==> config.mk <==
export PLATFORM = sky130hd
export DESIGN_NAME = base64_stream_codec_top_flat
export DESIGN_NICKNAME = d
export VERILOG_FILES = /design/src/b64c_pkg.sv /design/src/b64c_if.sv /design/src/b64c_front.sv /design/src/b64c_queue.sv /design/src/b64c_back.sv /design/src/base64_stream_codec_top.sv /design/src/flat_wrapper.sv
export SDC_FILE = /design/constraint.sdc
export NUM_CORES = 1
export LEC_CHECK = 0
export ABC_AREA = 1
export BUFFER_PORTS_ARGS = -buffer_cell sky130_fd_sc_hd__buf_4
export CORE_MARGIN = 5
export CORE_UTILIZATION = 57
export DETAILED_ROUTE_END_ITERATION = 10
export PLACE_DENSITY_LB_ADDON = 0.15
export SLEW_MARGIN = 15
export SYNTH_ARGS = -nofsm -noshare
export SYNTH_HDL_FRONTEND = slang
export SYNTH_SLANG_ARGS = --single-unit
==> constraint.sdc <==
create_clock -name i_clk -period 5.2 [get_ports i_clk]
set_input_delay 0.78 -clock i_clk [delete_from_list [all_inputs] [get_ports i_clk]]
set_output_delay 0.78 -clock i_clk [all_outputs]
set_load 0.01 [all_outputs]
==> src/b64c_pkg.sv <==
`default_nettype none
// ----------------------------------------------------------------------------
// b64c_pkg
// Shared types, constants and alphabet functions of the base64 stream codec.
// ----------------------------------------------------------------------------
package b64c_pkg;

    localparam logic [7:0] PAD_CHAR = 8'h3D;   // '='

    // quartet padding status while decoding
    localparam logic [1:0] PAD_NONE  = 2'd0;
    localparam logic [1:0] PAD_THIRD = 2'd1;
    localparam logic [1:0] PAD_BAD   = 2'd2;

    typedef struct packed {
        logic [7:0] out_symbol;
        logic       has_data;
        logic       bad_input;
        logic       end_of_stream;
    } t_result;

    // all results caused by one input word; last_idx is result count minus one
    typedef struct packed {
        logic [1:0]    last_idx;
        t_result [3:0] res;
    } t_packet;

    typedef struct packed {
        logic    push;
        t_packet pkt;
    } t_push;

    typedef struct packed {
        logic       bad;
        logic [5:0] val;
    } t_sextet;

    function automatic logic [7:0] sextet_char(input logic [5:0] v);
        logic [7:0] c;
        if (v < 6'd26) begin
            c = 8'h41 + {2'b00, v};
        end else if (v < 6'd52) begin
            c = 8'h61 + {2'b00, v} - 8'd26;
        end else if (v < 6'd62) begin
            c = 8'h30 + {2'b00, v} - 8'd52;
        end else if (v == 6'd62) begin
            c = 8'h2B;
        end else begin
            c = 8'h2F;
        end
        return c;
    endfunction

    function automatic t_sextet char_sextet(input logic [7:0] c);
        t_sextet s;
        s.bad = 1'b0;
        s.val = 6'd0;
        if (c >= 8'h41 && c <= 8'h5A) begin
            s.val = 6'(c - 8'h41);
        end else if (c >= 8'h61 && c <= 8'h7A) begin
            s.val = 6'(c - 8'h61 + 8'd26);
        end else if (c >= 8'h30 && c <= 8'h39) begin
            s.val = 6'(c - 8'h30 + 8'd52);
        end else if (c == 8'h2B) begin
            s.val = 6'd62;
        end else if (c == 8'h2F) begin
            s.val = 6'd63;
        end else begin
            s.bad = 1'b1;
        end
        return s;
    endfunction

endpackage
`default_nettype wire

==> src/b64c_if.sv <==
`default_nettype none
// ----------------------------------------------------------------------------
// b64c channel interfaces
// Valid/ready channels for input words, result words and the direction write.
// ----------------------------------------------------------------------------
interface b64c_in_if;
    logic       valid;
    logic       ready;
    logic [7:0] symbol;
    logic       is_last;
    modport source (output valid, symbol, is_last, input ready);
    modport sink   (input valid, symbol, is_last, output ready);
endinterface

interface b64c_out_if;
    logic       valid;
    logic       ready;
    logic [7:0] out_symbol;
    logic       has_data;
    logic       bad_input;
    logic       end_of_stream;
    modport source (output valid, out_symbol, has_data, bad_input, end_of_stream,
                    input ready);
    modport sink   (input valid, out_symbol, has_data, bad_input, end_of_stream,
                    output ready);
endinterface

interface b64c_cfg_if;
    logic valid;
    logic ready;
    logic direction;
    modport source (output valid, direction, input ready);
    modport sink   (input valid, direction, output ready);
endinterface
`default_nettype wire

==> src/b64c_front.sv <==
`default_nettype none
// ----------------------------------------------------------------------------
// b64c_front
// Accepts input words, keeps the group state and builds one result packet
// per word that causes results.
// ----------------------------------------------------------------------------
module b64c_front (
    input  wire logic              i_clk,
    input  wire logic              i_rst_n,
    b64c_in_if.sink                i_in_ch,
    input  wire logic              i_direction,
    input  wire logic              i_q_full,
    output b64c_pkg::t_push        o_push
);

    logic [17:0] r_held, n_held;
    logic [1:0]  r_fill, n_fill;
    logic [1:0]  r_pad, n_pad;
    logic        r_skip, n_skip;

    logic                   w_accept;
    logic [2:0]             w_cnt;
    logic [1:0]             w_last_idx;
    b64c_pkg::t_result [3:0] w_res;
    b64c_pkg::t_sextet      w_sx;
    logic [7:0]             w_c;
    logic                   w_last;
    logic                   w_eq;
    logic                   w_bad;
    logic [1:0]             w_f;
    logic [7:0]             w_b0;
    logic [7:0]             w_b1;
    logic [5:0]             w_v;
    logic [5:0]             w_v3;

    assign i_in_ch.ready = !i_q_full;
    assign w_accept      = i_in_ch.valid && !i_q_full;
    assign w_c           = i_in_ch.symbol;
    assign w_last        = i_in_ch.is_last;
    assign w_sx          = b64c_pkg::char_sextet(w_c);
    assign w_eq          = (w_c == b64c_pkg::PAD_CHAR);
    assign w_f           = (r_fill > 2'd2) ? 2'd2 : r_fill;
    assign w_b0          = r_held[15:8];
    assign w_b1          = r_held[7:0];
    assign w_v3          = w_eq ? 6'd0 : w_sx.val;
    assign w_bad         = (r_pad == b64c_pkg::PAD_BAD)
                         || (r_pad == b64c_pkg::PAD_THIRD && !w_eq)
                         || (!w_eq && w_sx.bad);
    assign w_last_idx    = 2'(w_cnt - 3'd1);

    always_comb begin
        n_held = r_held;
        n_fill = r_fill;
        n_pad  = r_pad;
        n_skip = r_skip;
        w_cnt  = 3'd0;
        w_res  = '0;
        w_v    = 6'd0;
        if (r_skip) begin
            if (w_last) begin
                w_res[0].bad_input = 1'b1;
                w_cnt = 3'd1;
            end
        end else if (!i_direction) begin
            if (w_f == 2'd2) begin
                w_res[0].out_symbol = b64c_pkg::sextet_char(w_b0[7:2]);
                w_res[1].out_symbol = b64c_pkg::sextet_char({w_b0[1:0], w_b1[7:4]});
                w_res[2].out_symbol = b64c_pkg::sextet_char({w_b1[3:0], w_c[7:6]});
                w_res[3].out_symbol = b64c_pkg::sextet_char(w_c[5:0]);
                n_held = '0;
                n_fill = 2'd0;
                w_cnt  = 3'd4;
            end else begin
                n_held = {2'b00, w_b1, w_c};
                n_fill = w_f + 2'd1;
                if (w_last) begin
                    // flush the partial group with padding
                    if (w_f == 2'd0) begin
                        w_res[0].out_symbol = b64c_pkg::sextet_char(w_c[7:2]);
                        w_res[1].out_symbol = b64c_pkg::sextet_char({w_c[1:0], 4'b0000});
                        w_res[2].out_symbol = b64c_pkg::PAD_CHAR;
                    end else begin
                        w_res[0].out_symbol = b64c_pkg::sextet_char(w_b1[7:2]);
                        w_res[1].out_symbol = b64c_pkg::sextet_char({w_b1[1:0], w_c[7:4]});
                        w_res[2].out_symbol = b64c_pkg::sextet_char({w_c[3:0], 2'b00});
                    end
                    w_res[3].out_symbol = b64c_pkg::PAD_CHAR;
                    w_cnt = 3'd4;
                end
            end
            for (int i = 0; i < 4; i++) begin
                w_res[i].has_data = (3'(i) < w_cnt);
            end
        end else begin
            if (r_fill != 2'd3) begin
                w_v = w_sx.val;
                if (r_fill == 2'd2 && w_eq) begin
                    if (r_pad == b64c_pkg::PAD_NONE) begin
                        n_pad = b64c_pkg::PAD_THIRD;
                    end
                    w_v = 6'd0;
                end else if (w_sx.bad) begin
                    n_pad = b64c_pkg::PAD_BAD;
                    w_v   = 6'd0;
                end
                n_held = {r_held[11:0], w_v};
                n_fill = r_fill + 2'd1;
            end else begin
                n_held = '0;
                n_fill = 2'd0;
                n_pad  = b64c_pkg::PAD_NONE;
                if (w_bad) begin
                    w_res[0].bad_input = 1'b1;
                    n_skip = 1'b1;
                    w_cnt  = 3'd1;
                end else begin
                    w_res[0].out_symbol = {r_held[17:12], r_held[11:10]};
                    w_res[1].out_symbol = {r_held[9:6], r_held[5:2]};
                    w_res[2].out_symbol = {r_held[1:0], w_v3};
                    if (r_pad == b64c_pkg::PAD_THIRD) begin
                        w_cnt = 3'd1;
                    end else if (w_eq) begin
                        w_cnt = 3'd2;
                    end else begin
                        w_cnt = 3'd3;
                    end
                    for (int i = 0; i < 4; i++) begin
                        w_res[i].has_data = (3'(i) < w_cnt);
                    end
                end
            end
        end
        if (w_last) begin
            // close the stream: bare terminator when nothing else came out
            if (w_cnt == 3'd0) begin
                w_cnt = 3'd1;
            end
            for (int i = 0; i < 4; i++) begin
                if (2'(i) == 2'(w_cnt - 3'd1)) begin
                    w_res[i].end_of_stream = 1'b1;
                end
            end
            n_held = '0;
            n_fill = 2'd0;
            n_pad  = b64c_pkg::PAD_NONE;
            n_skip = 1'b0;
        end
    end

    assign o_push.push         = w_accept && (w_cnt != 3'd0);
    assign o_push.pkt.last_idx = w_last_idx;
    assign o_push.pkt.res      = w_res;

    always_ff @(posedge i_clk) begin
        if (!i_rst_n) begin
            r_held <= '0;
            r_fill <= 2'd0;
            r_pad  <= b64c_pkg::PAD_NONE;
            r_skip <= 1'b0;
        end else if (w_accept) begin
            r_held <= n_held;
            r_fill <= n_fill;
            r_pad  <= n_pad;
            r_skip <= n_skip;
        end
    end

endmodule
`default_nettype wire

==> src/b64c_queue.sv <==
`default_nettype none
// ----------------------------------------------------------------------------
// b64c_queue
// Short packet queue between the front and the back end.
// ----------------------------------------------------------------------------
module b64c_queue #(
    parameter int DEPTH = 2
) (
    input  wire logic              i_clk,
    input  wire logic              i_rst_n,
    input  wire b64c_pkg::t_push   i_push,
    output logic                   o_full,
    output logic                   o_valid,
    output b64c_pkg::t_packet      o_pkt,
    input  wire logic              i_pop
);

    localparam int AW = (DEPTH > 1) ? $clog2(DEPTH) : 1;
    localparam int CW = $clog2(DEPTH + 1);

    b64c_pkg::t_packet r_mem [DEPTH];
    logic [AW-1:0]     r_wr, n_wr;
    logic [AW-1:0]     r_rd, n_rd;
    logic [CW-1:0]     r_cnt;
    logic              w_wr;
    logic              w_rd;

    assign o_full  = (r_cnt == CW'(DEPTH));
    assign o_valid = (r_cnt != '0);
    assign o_pkt   = r_mem[r_rd];
    assign w_wr    = i_push.push && !o_full;
    assign w_rd    = i_pop && o_valid;
    assign n_wr    = (r_wr == AW'(DEPTH - 1)) ? '0 : r_wr + 1'b1;
    assign n_rd    = (r_rd == AW'(DEPTH - 1)) ? '0 : r_rd + 1'b1;

    always_ff @(posedge i_clk) begin
        if (w_wr) begin
            r_mem[r_wr] <= i_push.pkt;
        end
    end

    always_ff @(posedge i_clk) begin
        if (!i_rst_n) begin
            r_wr  <= '0;
            r_rd  <= '0;
            r_cnt <= '0;
        end else begin
            if (w_wr) begin
                r_wr <= n_wr;
            end
            if (w_rd) begin
                r_rd <= n_rd;
            end
            if (w_wr && !w_rd) begin
                r_cnt <= r_cnt + 1'b1;
            end else if (w_rd && !w_wr) begin
                r_cnt <= r_cnt - 1'b1;
            end
        end
    end

endmodule
`default_nettype wire

==> src/b64c_back.sv <==
`default_nettype none
// ----------------------------------------------------------------------------
// b64c_back
// Takes queue packets, sends their results one word a cycle while output is ready.
// ----------------------------------------------------------------------------
module b64c_back (
    input  wire logic              i_clk,
    input  wire logic              i_rst_n,
    input  wire logic              i_q_valid,
    input  wire b64c_pkg::t_packet i_q_pkt,
    output logic                   o_pop,
    b64c_out_if.source             o_out_ch
);

    b64c_pkg::t_packet r_pkt;
    logic [1:0]        r_idx;
    logic              r_busy;
    logic              w_fire;
    logic              w_done;
    b64c_pkg::t_result w_cur;

    assign w_cur  = r_pkt.res[r_idx];
    assign w_fire = r_busy && o_out_ch.ready;
    assign w_done = w_fire && (r_idx == r_pkt.last_idx);
    // refill as the last result of the packet leaves, so words follow without a gap
    assign o_pop  = i_q_valid && (!r_busy || w_done);

    assign o_out_ch.valid         = r_busy;
    assign o_out_ch.out_symbol    = w_cur.out_symbol;
    assign o_out_ch.has_data      = w_cur.has_data;
    assign o_out_ch.bad_input     = w_cur.bad_input;
    assign o_out_ch.end_of_stream = w_cur.end_of_stream;

    always_ff @(posedge i_clk) begin
        if (o_pop) begin
            r_pkt <= i_q_pkt;
        end
    end

    always_ff @(posedge i_clk) begin
        if (!i_rst_n) begin
            r_busy <= 1'b0;
            r_idx  <= 2'd0;
        end else if (o_pop) begin
            r_busy <= 1'b1;
            r_idx  <= 2'd0;
        end else if (w_done) begin
            r_busy <= 1'b0;
        end else if (w_fire) begin
            r_idx <= r_idx + 2'd1;
        end
    end

endmodule
`default_nettype wire

==> src/base64_stream_codec_top.sv <==
`default_nettype none
// ----------------------------------------------------------------------------
// base64_stream_codec_top
// Streaming base64 encoder/decoder with '=' padding and error reporting.
// ----------------------------------------------------------------------------
// The direction register selects encode (0) or decode (1); write it only while
// the block is idle. The front end takes one input word per clock as long as
// the packet queue (QUEUE_DEPTH entries) has room, and turns each word into a
// packet of zero to four results. The back end sends one result word per clock
// while the receiver is ready. Encoding is bound by that result port, as every
// three bytes yield four results. Decoding yields at most three results per four
// characters, so while the receiver is ready it runs at the input rate of one
// character per clock. A packet is registered in the packet queue and then in
// the back end's packet register before its first result is presented.
module base64_stream_codec_top #(
    parameter int QUEUE_DEPTH = 2
) (
    input  wire logic   i_clk,
    input  wire logic   i_rst_n,
    b64c_in_if.sink     i_in_ch,
    b64c_out_if.source  o_out_ch,
    b64c_cfg_if.sink    i_cfg_ch
);

    logic                r_direction;
    b64c_pkg::t_push     w_push;
    logic                w_q_full;
    logic                w_q_valid;
    b64c_pkg::t_packet   w_q_pkt;
    logic                w_pop;

    assign i_cfg_ch.ready = 1'b1;

    always_ff @(posedge i_clk) begin
        if (!i_rst_n) begin
            r_direction <= 1'b0;
        end else if (i_cfg_ch.valid) begin
            r_direction <= i_cfg_ch.direction;
        end
    end

    b64c_front u_front (
        .i_clk       (i_clk),
        .i_rst_n     (i_rst_n),
        .i_in_ch     (i_in_ch),
        .i_direction (r_direction),
        .i_q_full    (w_q_full),
        .o_push      (w_push)
    );

    b64c_queue #(
        .DEPTH (QUEUE_DEPTH)
    ) u_queue (
        .i_clk   (i_clk),
        .i_rst_n (i_rst_n),
        .i_push  (w_push),
        .o_full  (w_q_full),
        .o_valid (w_q_valid),
        .o_pkt   (w_q_pkt),
        .i_pop   (w_pop)
    );

    b64c_back u_back (
        .i_clk     (i_clk),
        .i_rst_n   (i_rst_n),
        .i_q_valid (w_q_valid),
        .i_q_pkt   (w_q_pkt),
        .o_pop     (w_pop),
        .o_out_ch  (o_out_ch)
    );

    a_no_overflow: assert property (@(posedge i_clk) disable iff (!i_rst_n)
        w_push.push |-> !w_q_full)
        else $error("packet pushed into a full queue");

    a_data_not_bad: assert property (@(posedge i_clk) disable iff (!i_rst_n)
        o_out_ch.valid |-> !(o_out_ch.has_data && o_out_ch.bad_input))
        else $error("result marked both data and error");

    a_bare_is_end: assert property (@(posedge i_clk) disable iff (!i_rst_n)
        (o_out_ch.valid && !o_out_ch.has_data && !o_out_ch.bad_input)
            |-> o_out_ch.end_of_stream)
        else $error("bare result that does not close the stream");

    a_pop_when_free: assert property (@(posedge i_clk) disable iff (!i_rst_n)
        w_pop |-> w_q_valid)
        else $error("pop from an empty queue");

endmodule
`default_nettype wire
==> src/flat_wrapper.sv <==
// flat-port wrapper written by rule: the top's interface ports become plain ports
module base64_stream_codec_top_flat 
#(
    parameter int QUEUE_DEPTH = 2
)
  (i_clk, i_rst_n, i_in_ch_valid, i_in_ch_symbol, i_in_ch_is_last, i_in_ch_ready, o_out_ch_valid, o_out_ch_out_symbol, o_out_ch_has_data, o_out_ch_bad_input, o_out_ch_end_of_stream, o_out_ch_ready, i_cfg_ch_valid, i_cfg_ch_direction, i_cfg_ch_ready);
  b64c_in_if i_in_ch_i ();
  b64c_out_if o_out_ch_i ();
  b64c_cfg_if i_cfg_ch_i ();
  input  wire logic i_clk;
  input  wire logic i_rst_n;
  input wire logic [$bits(i_in_ch_i.valid)-1:0] i_in_ch_valid;
  input wire logic [$bits(i_in_ch_i.symbol)-1:0] i_in_ch_symbol;
  input wire logic [$bits(i_in_ch_i.is_last)-1:0] i_in_ch_is_last;
  output wire logic [$bits(i_in_ch_i.ready)-1:0] i_in_ch_ready;
  output wire logic [$bits(o_out_ch_i.valid)-1:0] o_out_ch_valid;
  output wire logic [$bits(o_out_ch_i.out_symbol)-1:0] o_out_ch_out_symbol;
  output wire logic [$bits(o_out_ch_i.has_data)-1:0] o_out_ch_has_data;
  output wire logic [$bits(o_out_ch_i.bad_input)-1:0] o_out_ch_bad_input;
  output wire logic [$bits(o_out_ch_i.end_of_stream)-1:0] o_out_ch_end_of_stream;
  input wire logic [$bits(o_out_ch_i.ready)-1:0] o_out_ch_ready;
  input wire logic [$bits(i_cfg_ch_i.valid)-1:0] i_cfg_ch_valid;
  input wire logic [$bits(i_cfg_ch_i.direction)-1:0] i_cfg_ch_direction;
  output wire logic [$bits(i_cfg_ch_i.ready)-1:0] i_cfg_ch_ready;
  assign i_in_ch_i.valid = i_in_ch_valid;
  assign i_in_ch_i.symbol = i_in_ch_symbol;
  assign i_in_ch_i.is_last = i_in_ch_is_last;
  assign i_in_ch_ready = i_in_ch_i.ready;
  assign o_out_ch_valid = o_out_ch_i.valid;
  assign o_out_ch_out_symbol = o_out_ch_i.out_symbol;
  assign o_out_ch_has_data = o_out_ch_i.has_data;
  assign o_out_ch_bad_input = o_out_ch_i.bad_input;
  assign o_out_ch_end_of_stream = o_out_ch_i.end_of_stream;
  assign o_out_ch_i.ready = o_out_ch_ready;
  assign i_cfg_ch_i.valid = i_cfg_ch_valid;
  assign i_cfg_ch_i.direction = i_cfg_ch_direction;
  assign i_cfg_ch_ready = i_cfg_ch_i.ready;
  base64_stream_codec_top #(.QUEUE_DEPTH(QUEUE_DEPTH)) u_core (.i_clk(i_clk), .i_rst_n(i_rst_n), .i_in_ch(i_in_ch_i), .o_out_ch(o_out_ch_i), .i_cfg_ch(i_cfg_ch_i));
endmodule
==> results of run 1 <==
-- worst max-delay path, delay by kind of cell --
family	cells	cell delay, ns
AOI/OAI and AO/OA	7	1.30
adders and majority gates	3	0.85
and+or+nand+nor	4	0.73
buffers and inverters	6	1.00
-- Yosys cell counts (11+ instances only) --
| cell | count | area [um2] |
|---|---|---|
| edfxtp_1 | 129 | 3874 |
| nand3_1 | 89 | 445.4 |
| ha_1 | 48 | 600.6 |
| a31oi_1 | 11 | 68.82 |
| inv_1 | 109 | 409.1 |
| o21ai_0 | 133 | 665.6 |
| a21oi_1 | 75 | 375.4 |
| buf_2 | 12 | 60.06 |
| clkbuf_1 | 35 | 131.4 |
| nor2_1 | 101 | 379.1 |
| nor3_1 | 14 | 70.07 |
| dfxtp_1 | 31 | 620.6 |
| o22ai_1 | 13 | 81.33 |
| xor2_1 | 18 | 157.7 |
| a211oi_1 | 12 | 90.09 |
| o211ai_1 | 29 | 217.7 |
| nand2_1 | 370 | 1389 |
-- layer usage --
metal / vias to the layer above / share of wire [%] / GRT usage, %
li1: 4565 / - / -
met1: 4289 / 41 / 38.87
met2: 464 / 47 / 46.19
met3: 82 / 8.1 / 5.606
met4: 0 / 3.9 / 12.64
met5: - / 0 / 0
-- power by group through the flow --
stage / Sequential (W) / Clock (W) / Combinational [W]
floorplan: 0.00196 / 0 / 0.00102
global placement: 0.00202 / 0 / 0.00149
detailed placement: 0.00202 / 0 / 0.00150
CTS: 0.00200 / 0.00120 / 0.00152
global route: 0.00203 / 0.00126 / 0.00170
finish: 0.00199 / 0.00119 / 0.00153
-- layout by cell type, fill, tap and decap left out, types with 11 or more instances in the layout --
master     instances
nor3_1            14
inv_1            109
o22ai_1           13
clkbuf_16         17
edfxtp_1         129
ha_1              48
nand2_1          370
o21ai_0          133
o211ai_1          29
dfxtp_1           31
a211oi_1          12
a31oi_1           11
xor2_1            18
nand3_1           89
a21oi_1           75
nor2_1            98
buf_4             35
-- stage by stage --
step	setup slack, ns	cells	power, W	hold WS, ns	utilization (%)
2_1_floorplan	0.1134	1341	0.002980	0.4246	-
3_3_place_gp	0.6978	1549	0.003505	0.4457	59.76
3_5_place_dp	0.5254	1549	0.003530	0.4464	59.76
4_1_cts	0.9252	1581	0.004718	0.4565	62.94
5_1_grt	0.5772	1581	0.004991	0.4844	62.94
6_report	0.8508	1581	0.004716	0.4524	62.94
-- sequential cells by signal (all words and copies together), names as in the netlist --
name and count:
u_core.u_back.r_idx 2, u_core.u_front.r_fill 2, u_core.u_queue.r_rd 1, u_core.u_back.o_out_ch.valid 1
u_core.r_direction 1, u_core.u_back.r_pkt 43, u_core.u_queue.r_cnt 2, u_core.u_front.r_skip 1
u_core.u_front.r_pad 2, u_core.u_front.r_held 18, u_core.u_queue.r_wr 1, u_core.u_queue.r_mem 86
-- layout make-up --
cell class / count / area (um2)
clock inverters: 14 / 143.9
well taps: 229 / 286.5
clock buffers: 18 / 429.2
fillers: 1627 / 6680
flip-flops and latches: 160 / 4494
repair buffers: 36 / 282.8
multi-input cells: 993 / 5204
inverters: 131 / 504.2
-- cell families after synthesis --
kind of cell	count (synthesis)
AO/OA/AOI/OAI	306
AND/OR/NAND/NOR	610
buffers and inverters	188
adder cells (fa/ha/maj)	48
flip-flops	160
XOR/XNOR	28
other	1
-- path summary, 6_finish.rpt --
path / to / startpoint
max: u_core.u_queue.r_cnt[1] / i_in_ch_symbol[6]
min: u_core.u_front.r_held[17] / u_core.u_front.r_held[17]
max reg2reg: u_core.u_queue.r_cnt[1] / u_core.u_front.r_fill[1]
min reg2reg: u_core.u_front.r_held[17] / u_core.u_front.r_held[17]
==> summary.txt, run 1 <==
CTS
  – Hold-fix buffers at CTS: 0
  – Cts repair resizes: 0
  – CTS sink cnt: 160
  – CTS Buf Count: 17
  – Root Driver: clkbuf_16
  – Clk slew on worst S/H paths: 0.07 ns
  – Post-CTS setup repair buffer count: 0
  – Clock Latency Late Sink: 0.43 ns
  – H-tree levels: 4
  – Clock Tree Buf Depth: 2
  – CTS tree: built

Setup path
  – Worst setup SP type: input pin
  – Worst stage delay on the critical path: 0.39 ns
  – Crit-path most repeated cell: inv_1
  – Worst-path fanout max: 14
  – WP data arrival: 4.66 ns
  – CP Capture Type: flip-flop
  – Critical path type: input pin to flip-flop
  – Worst reg2reg path depth: 19
  – Reg-to-reg setup timing slack: 1.45 ns
  – Worst-path cell chain: buf_4 -> inv_1 -> ha_1 -> nand2_1 -> nor2_1 -> inv_1 -> a21oi_1 -> nand4_1 -> nand2_1 -> o21bai_1 -> inv_1 -> ha_1 -> inv_1 -> o21ai_1 -> inv_1 -> ha_1 -> a21oi_1 -> o21ai_0 -> o21ai_0 -> a21oi_1
  – Worst path slowest cell: o21ai_1
  – WP data required: 5.51 ns

Place
  – HPWL after DPL: 23030 um
  – I/O Buffers: 27
  – Placed cell area: 0.01077 mm2
  – Gpl congestion: 0.9855

Floorplan
  – Initial Util: 58.05%
  – Die Area: 0.02116 mm2
  – Chip Width: 145.5 um
  – Die Height: 145.5 um
  – Core area: 0.01802 mm2
  – Row count: 49
  – I/O Pins: 29

Pwr
  – Net switching power: 0.001778 W
  – Sw Ratio: 37.70%
  – Power Internal: 0.002938 W
  – Sequential Power Share: 42.3%
  – Cell Pwr Density: 415.7 mW/mm2
  – Clock power frac: 25.1%
  – Comb pwr share: 32.6%
  – Peak supply drop: 0.4225 mV
  – Leak pwr: 4.653 nW

Yosys
  – Warnings, synthesis: 0
  – Netlist cell types: 48
  – Syn Area/Cell: 7.802 um2
  – EDFF count, synth: 129
  – Syn_nets: 1404
  – XOR/XNOR Fraction of Synth Area: 2.344%
  – Post-Synth Adder-Cell Area: 5.740%
  – Synth Cell Area: 0.01046 mm2
  – Mapped Cells: 1341
  – Post-synthesis register bit count: 160
  – Mux cell area share after synthesis: 0%
  – Main flop type after synthesis: edfxtp_1
  – Register area share after synthesis: 42.96%
  – Synth Area in Compound Gates: 17.01%
  – Combinational family with the most area after synthesis: simple AND/OR/NAND/NOR gates
  – Simple-gate share of the synthesized area: 24.44%
  – Synth async-reset ratio: 0%

Global route
  – Vias in the first global route: 8936
  – Largest net degree at the start of global routing: 46
  – Overall Global Routing Usage: 29.04%
  – Antenna violations before repair: 0
  – Gr ovfl total: 0
  – First-pass GRT wire length: 49040 um

Drt
  – Initial DRC count: 1017
  – Drc violations: 0
  – Via Count: 9400
  – Drt first pass iters: 6
  – Wire length per cell: 19.54 um
  – Final WL: 30890 um
  – Drt via density: 5.946
  – Routed Antenna Nets: 0

Cells and area
  – Nets: 1402
  – Share of cells above drive strength 1: 8.432%
  – Final instance area: 0.01134 mm2
  – # diodes: 0
  – Syn-to-layout area delta: 8.431%

Timing
  – TNS Setup: 0 ns
  – Setup-failing EPs final: 0
  – Final period util: 83.64%
  – RSZ-0062 raised after global routing: no
  – Max_slew headroom: 38.95%
  – Worst Clk Skew: 0.01941 ns
  – Slew Limit Fails: 0
  – Max Clk Rate: 229.9 MHz
  – Final hold vios: 0
  – Slew @ Worst Pin: 0.9102 ns
  – Tmin final: 4.349 ns

Hold path
  – Hold Path Cell Cnt: 2
  – Hold crit path type: flip-flop to flip-flop

Job
  – Max-Cap Viols: 0

Outcome
  – Status: finished clean
Note: power is estimated with default switching activity, not from simulation.
==> run 2: changes to the inputs <==
- CORE_UTILIZATION: 57 -> 60
- clock period: 5.2 -> 4.54 ns (I/O delays scaled with it)
==> run 2 against run 1 <==
Against the previous run:
- core utilization increased by 3.4 points
- via count increased by 1.7%
- first-iteration DRC count decreased by 6.6%
- clock skew decreased by 0.0042 ns
- sequential power increased by 14%
- total power increased by 15%
- clock power increased by 17%
- global-route usage increased by 2.4 points
==> summary.txt, run 2 (same netlist as run 1, synthesis figures left out) <==
Outcome
  – Status: finished clean

Cells and area
  – Filler cell count: 1476 (-9.3%)
  – Most frequent cells in the layout: nand2_1, o21ai_0, edfxtp_1
  – Biggest register: u_core.u_queue.r_mem
  – Max reg flops: 86 (unchanged)
  – Syn-to-layout area delta: 8.910%
  – Final instance area: 0.01139 mm2 (+0.44%)
  – Nets: 1406 (+0.29%)
  – Non-filler cells, final: 1581 (unchanged)
  – Most common cell after layout, fill and taps aside: nand2_1
  – Share of cells above drive strength 1: 8.776% (+0.34 points)
  – # diodes: 0 (unchanged)
  – Biggest registers after layout: u_core.u_queue.r_mem: 86 flops, u_core.u_back.r_pkt: 43 flops, u_core.u_front.r_held: 18 flops

Drt
  – Top sig layer: met4
  – Drc violations: 0 (unchanged)
  – Met3 WL: 2564 um (+2.0%)
  – Initial DRC count: 950 (-6.6%)
  – Via Count: 9563 (+1.7%)
  – Drt first pass iters: 6 (unchanged)
  – Drt via density: 6.049 (+1.7%)
  – Routed Antenna Nets: 0 (unchanged)
  – DR WL met2: 15160 um (+5.2%)
  – Wire length per cell: 19.83 um (+1.5%)
  – Final WL: 31360 um (+1.5%)
  – Met1 Wirelength: 12680 um (-0.64%)

Setup path
  – Crit-path leading delay family: compound AO/OA/AOI/OAI gates
  – Worst-path cell chain: buf_4 -> ha_1 -> nand2_1 -> nor2_1 -> inv_1 -> a21oi_1 -> nand4_1 -> nand2_1 -> o21bai_1 -> inv_1 -> ha_1 -> inv_1 -> o21ai_1 -> inv_1 -> ha_1 -> a21oi_1 -> o21ai_0 -> o21ai_0 -> a21oi_1
  – Worst path slowest cell: o21ai_1
  – Crit path buffers/inverters: 5 (-1)
  – Crit-path most repeated cell: inv_1
  – Worst stage delay on the critical path: 0.37 ns (-0.02 ns)
  – WP data required: 4.84 ns (-0.67 ns)
  – Worst-path fanout max: 20 (+6)
  – RR Startpoint: u_core.u_front.r_fill[1]
  – Worst setup path startpoint: i_in_ch_symbol[4]
  – WP data arrival: 4.30 ns (-0.36 ns)
  – Worst setup SP type: input pin
  – Critical path type: input pin to flip-flop
  – CP Capture Type: flip-flop

Timing
  – Slew @ Worst Pin: 0.9082 ns (-0.001967 ns)
  – Final hold vios: 0 (unchanged)
  – Tmin final: 3.997 ns
  – TNS Setup: 0 ns (unchanged)
  – Max_slew headroom: 39.08% (+0.13 points)
  – Setup-failing EPs final: 0 (unchanged)
  – Max Clk Rate: 250.2 MHz
  – Worst Clk Skew: 0.01518 ns (-0.004224 ns)
  – RSZ-0062 raised after global routing: no
  – Slew Limit Fails: 0 (unchanged)
  – Final period util: 88.04%

Floorplan
  – Initial Util: 60.91% (+2.9 points)
  – I/O Pins: 29 (unchanged)
  – Chip Width: 142.1 um (-2.4%)
  – Die Height: 142.1 um (-2.4%)
  – Die Area: 0.02018 mm2 (-4.7%)
  – Row count: 48 (-2.0%)
  – Core area: 0.01718 mm2 (-4.7%)

CTS
  – CTS sink cnt: 160 (unchanged)
  – Post-CTS setup repair buffer count: 0 (unchanged)
  – CTS Buf Count: 17 (unchanged)
  – Hold-fix buffers at CTS: 0 (unchanged)
  – Clock Tree Buf Depth: 2 (unchanged)
  – Clock Latency Late Sink: 0.43 ns (about the same)
  – H-tree levels: 4 (unchanged)
  – Clk slew on worst S/H paths: 0.07 ns (about the same)
  – Cts repair resizes: 0 (unchanged)
  – CTS tree: built
  – Root Driver: clkbuf_16

Place
  – I/O Buffers: 27 (unchanged)
  – Gpl congestion: 0.9639 (-2.2%)
  – Placed cell area: 0.01081 mm2 (+0.35%)
  – HPWL after DPL: 22990 um (-0.15%)
  – Cells after DPL: 1549 (unchanged)

Global route
  – Antenna violations before repair: 0 (unchanged)
  – Overall Global Routing Usage: 31.39% (+2.4 points)
  – First-pass GRT wire length: 49350 um (+0.63%)
  – Vias in the first global route: 9216 (+3.1%)
  – Largest net degree at the start of global routing: 46 (unchanged)
  – Gr ovfl total: 0 (unchanged)

Hold path
  – Hold crit path type: flip-flop to flip-flop
  – Hold Crit Start: u_core.u_front.r_held[17]

Pwr
  – Leak pwr: 4.687 nW (+0.74%)
  – Peak supply drop: 0.6676 mV (+58%)
  – Cell Pwr Density: 477.4 mW/mm2 (+15%)
  – Tot Pwr: 0.005439 W (+15%)

Job
  – Max-Cap Viols: 0 (unchanged)
==> run 2: cell type report <==
class	instances	area (um2)	share of cell area [%]
clock buffer	17	425.4	3.733
clock inverter	15	160.2	1.406
inverter	131	504.2	4.425
multi-input combinational	993	5204	45.67
sequential	160	4494	39.44
tap	225	281.5	2.471
timing repair buffer	40	325.3	2.855
==> run 2: stage by stage <==
step | hold slack [ns] | utilization [%] | setup WS (ns)
finish | 0.4642 | 66.34 | 0.5428
global route | 0.4921 | 66.34 | 0.2584
CTS | 0.4686 | 66.34 | 0.5612
detailed placement | 0.4585 | 62.93 | 0.2893
global placement | 0.4405 | 62.93 | 0.3813
floorplan | 0.4246 | - | 0.2591
==> run 2: routing by layer <==
layer / track usage (%) / vias up
met5: 0 / -
met4: 10.66 / 0
met3: 4.536 / 83
met2: 52.94 / 469
met1: 41.75 / 4423
li1: - / 4588
==> run 2: final timing paths <==
check                                            endpoint  slack (ns)  cells past startpoint
worst min-delay path            u_core.u_front.r_held[17]        0.46                      2
worst max register to register    u_core.u_queue.r_cnt[1]        1.04                     18
worst min register to register  u_core.u_front.r_held[17]        0.46                      2
worst max-delay path              u_core.u_queue.r_cnt[1]        0.54                     19
==> run 2: power breakdown <==
group | switching (W) | internal, W | total, W
registers | 0.000158 | 0.00211 | 0.00227
logic | 0.00125 | 0.000524 | 0.00178
clock network | 0.000651 | 0.000738 | 0.00139
==> run 2: worst register-to-register path: stages (launching register included) <==
cell and delay [ns]:
dfxtp_1 0.42, inv_1 0.14, ha_1 0.21, nor2_2 0.12
inv_1 0.07, nor2_1 0.38, nor2_4 0.14, nand2_1 0.17
o21bai_1 0.08, inv_1 0.10, ha_1 0.16, inv_1 0.04
o21ai_1 0.37, inv_1 0.12, ha_1 0.33, a21oi_1 0.12
o21ai_0 0.14, o21ai_0 0.23, a21oi_1 0.07
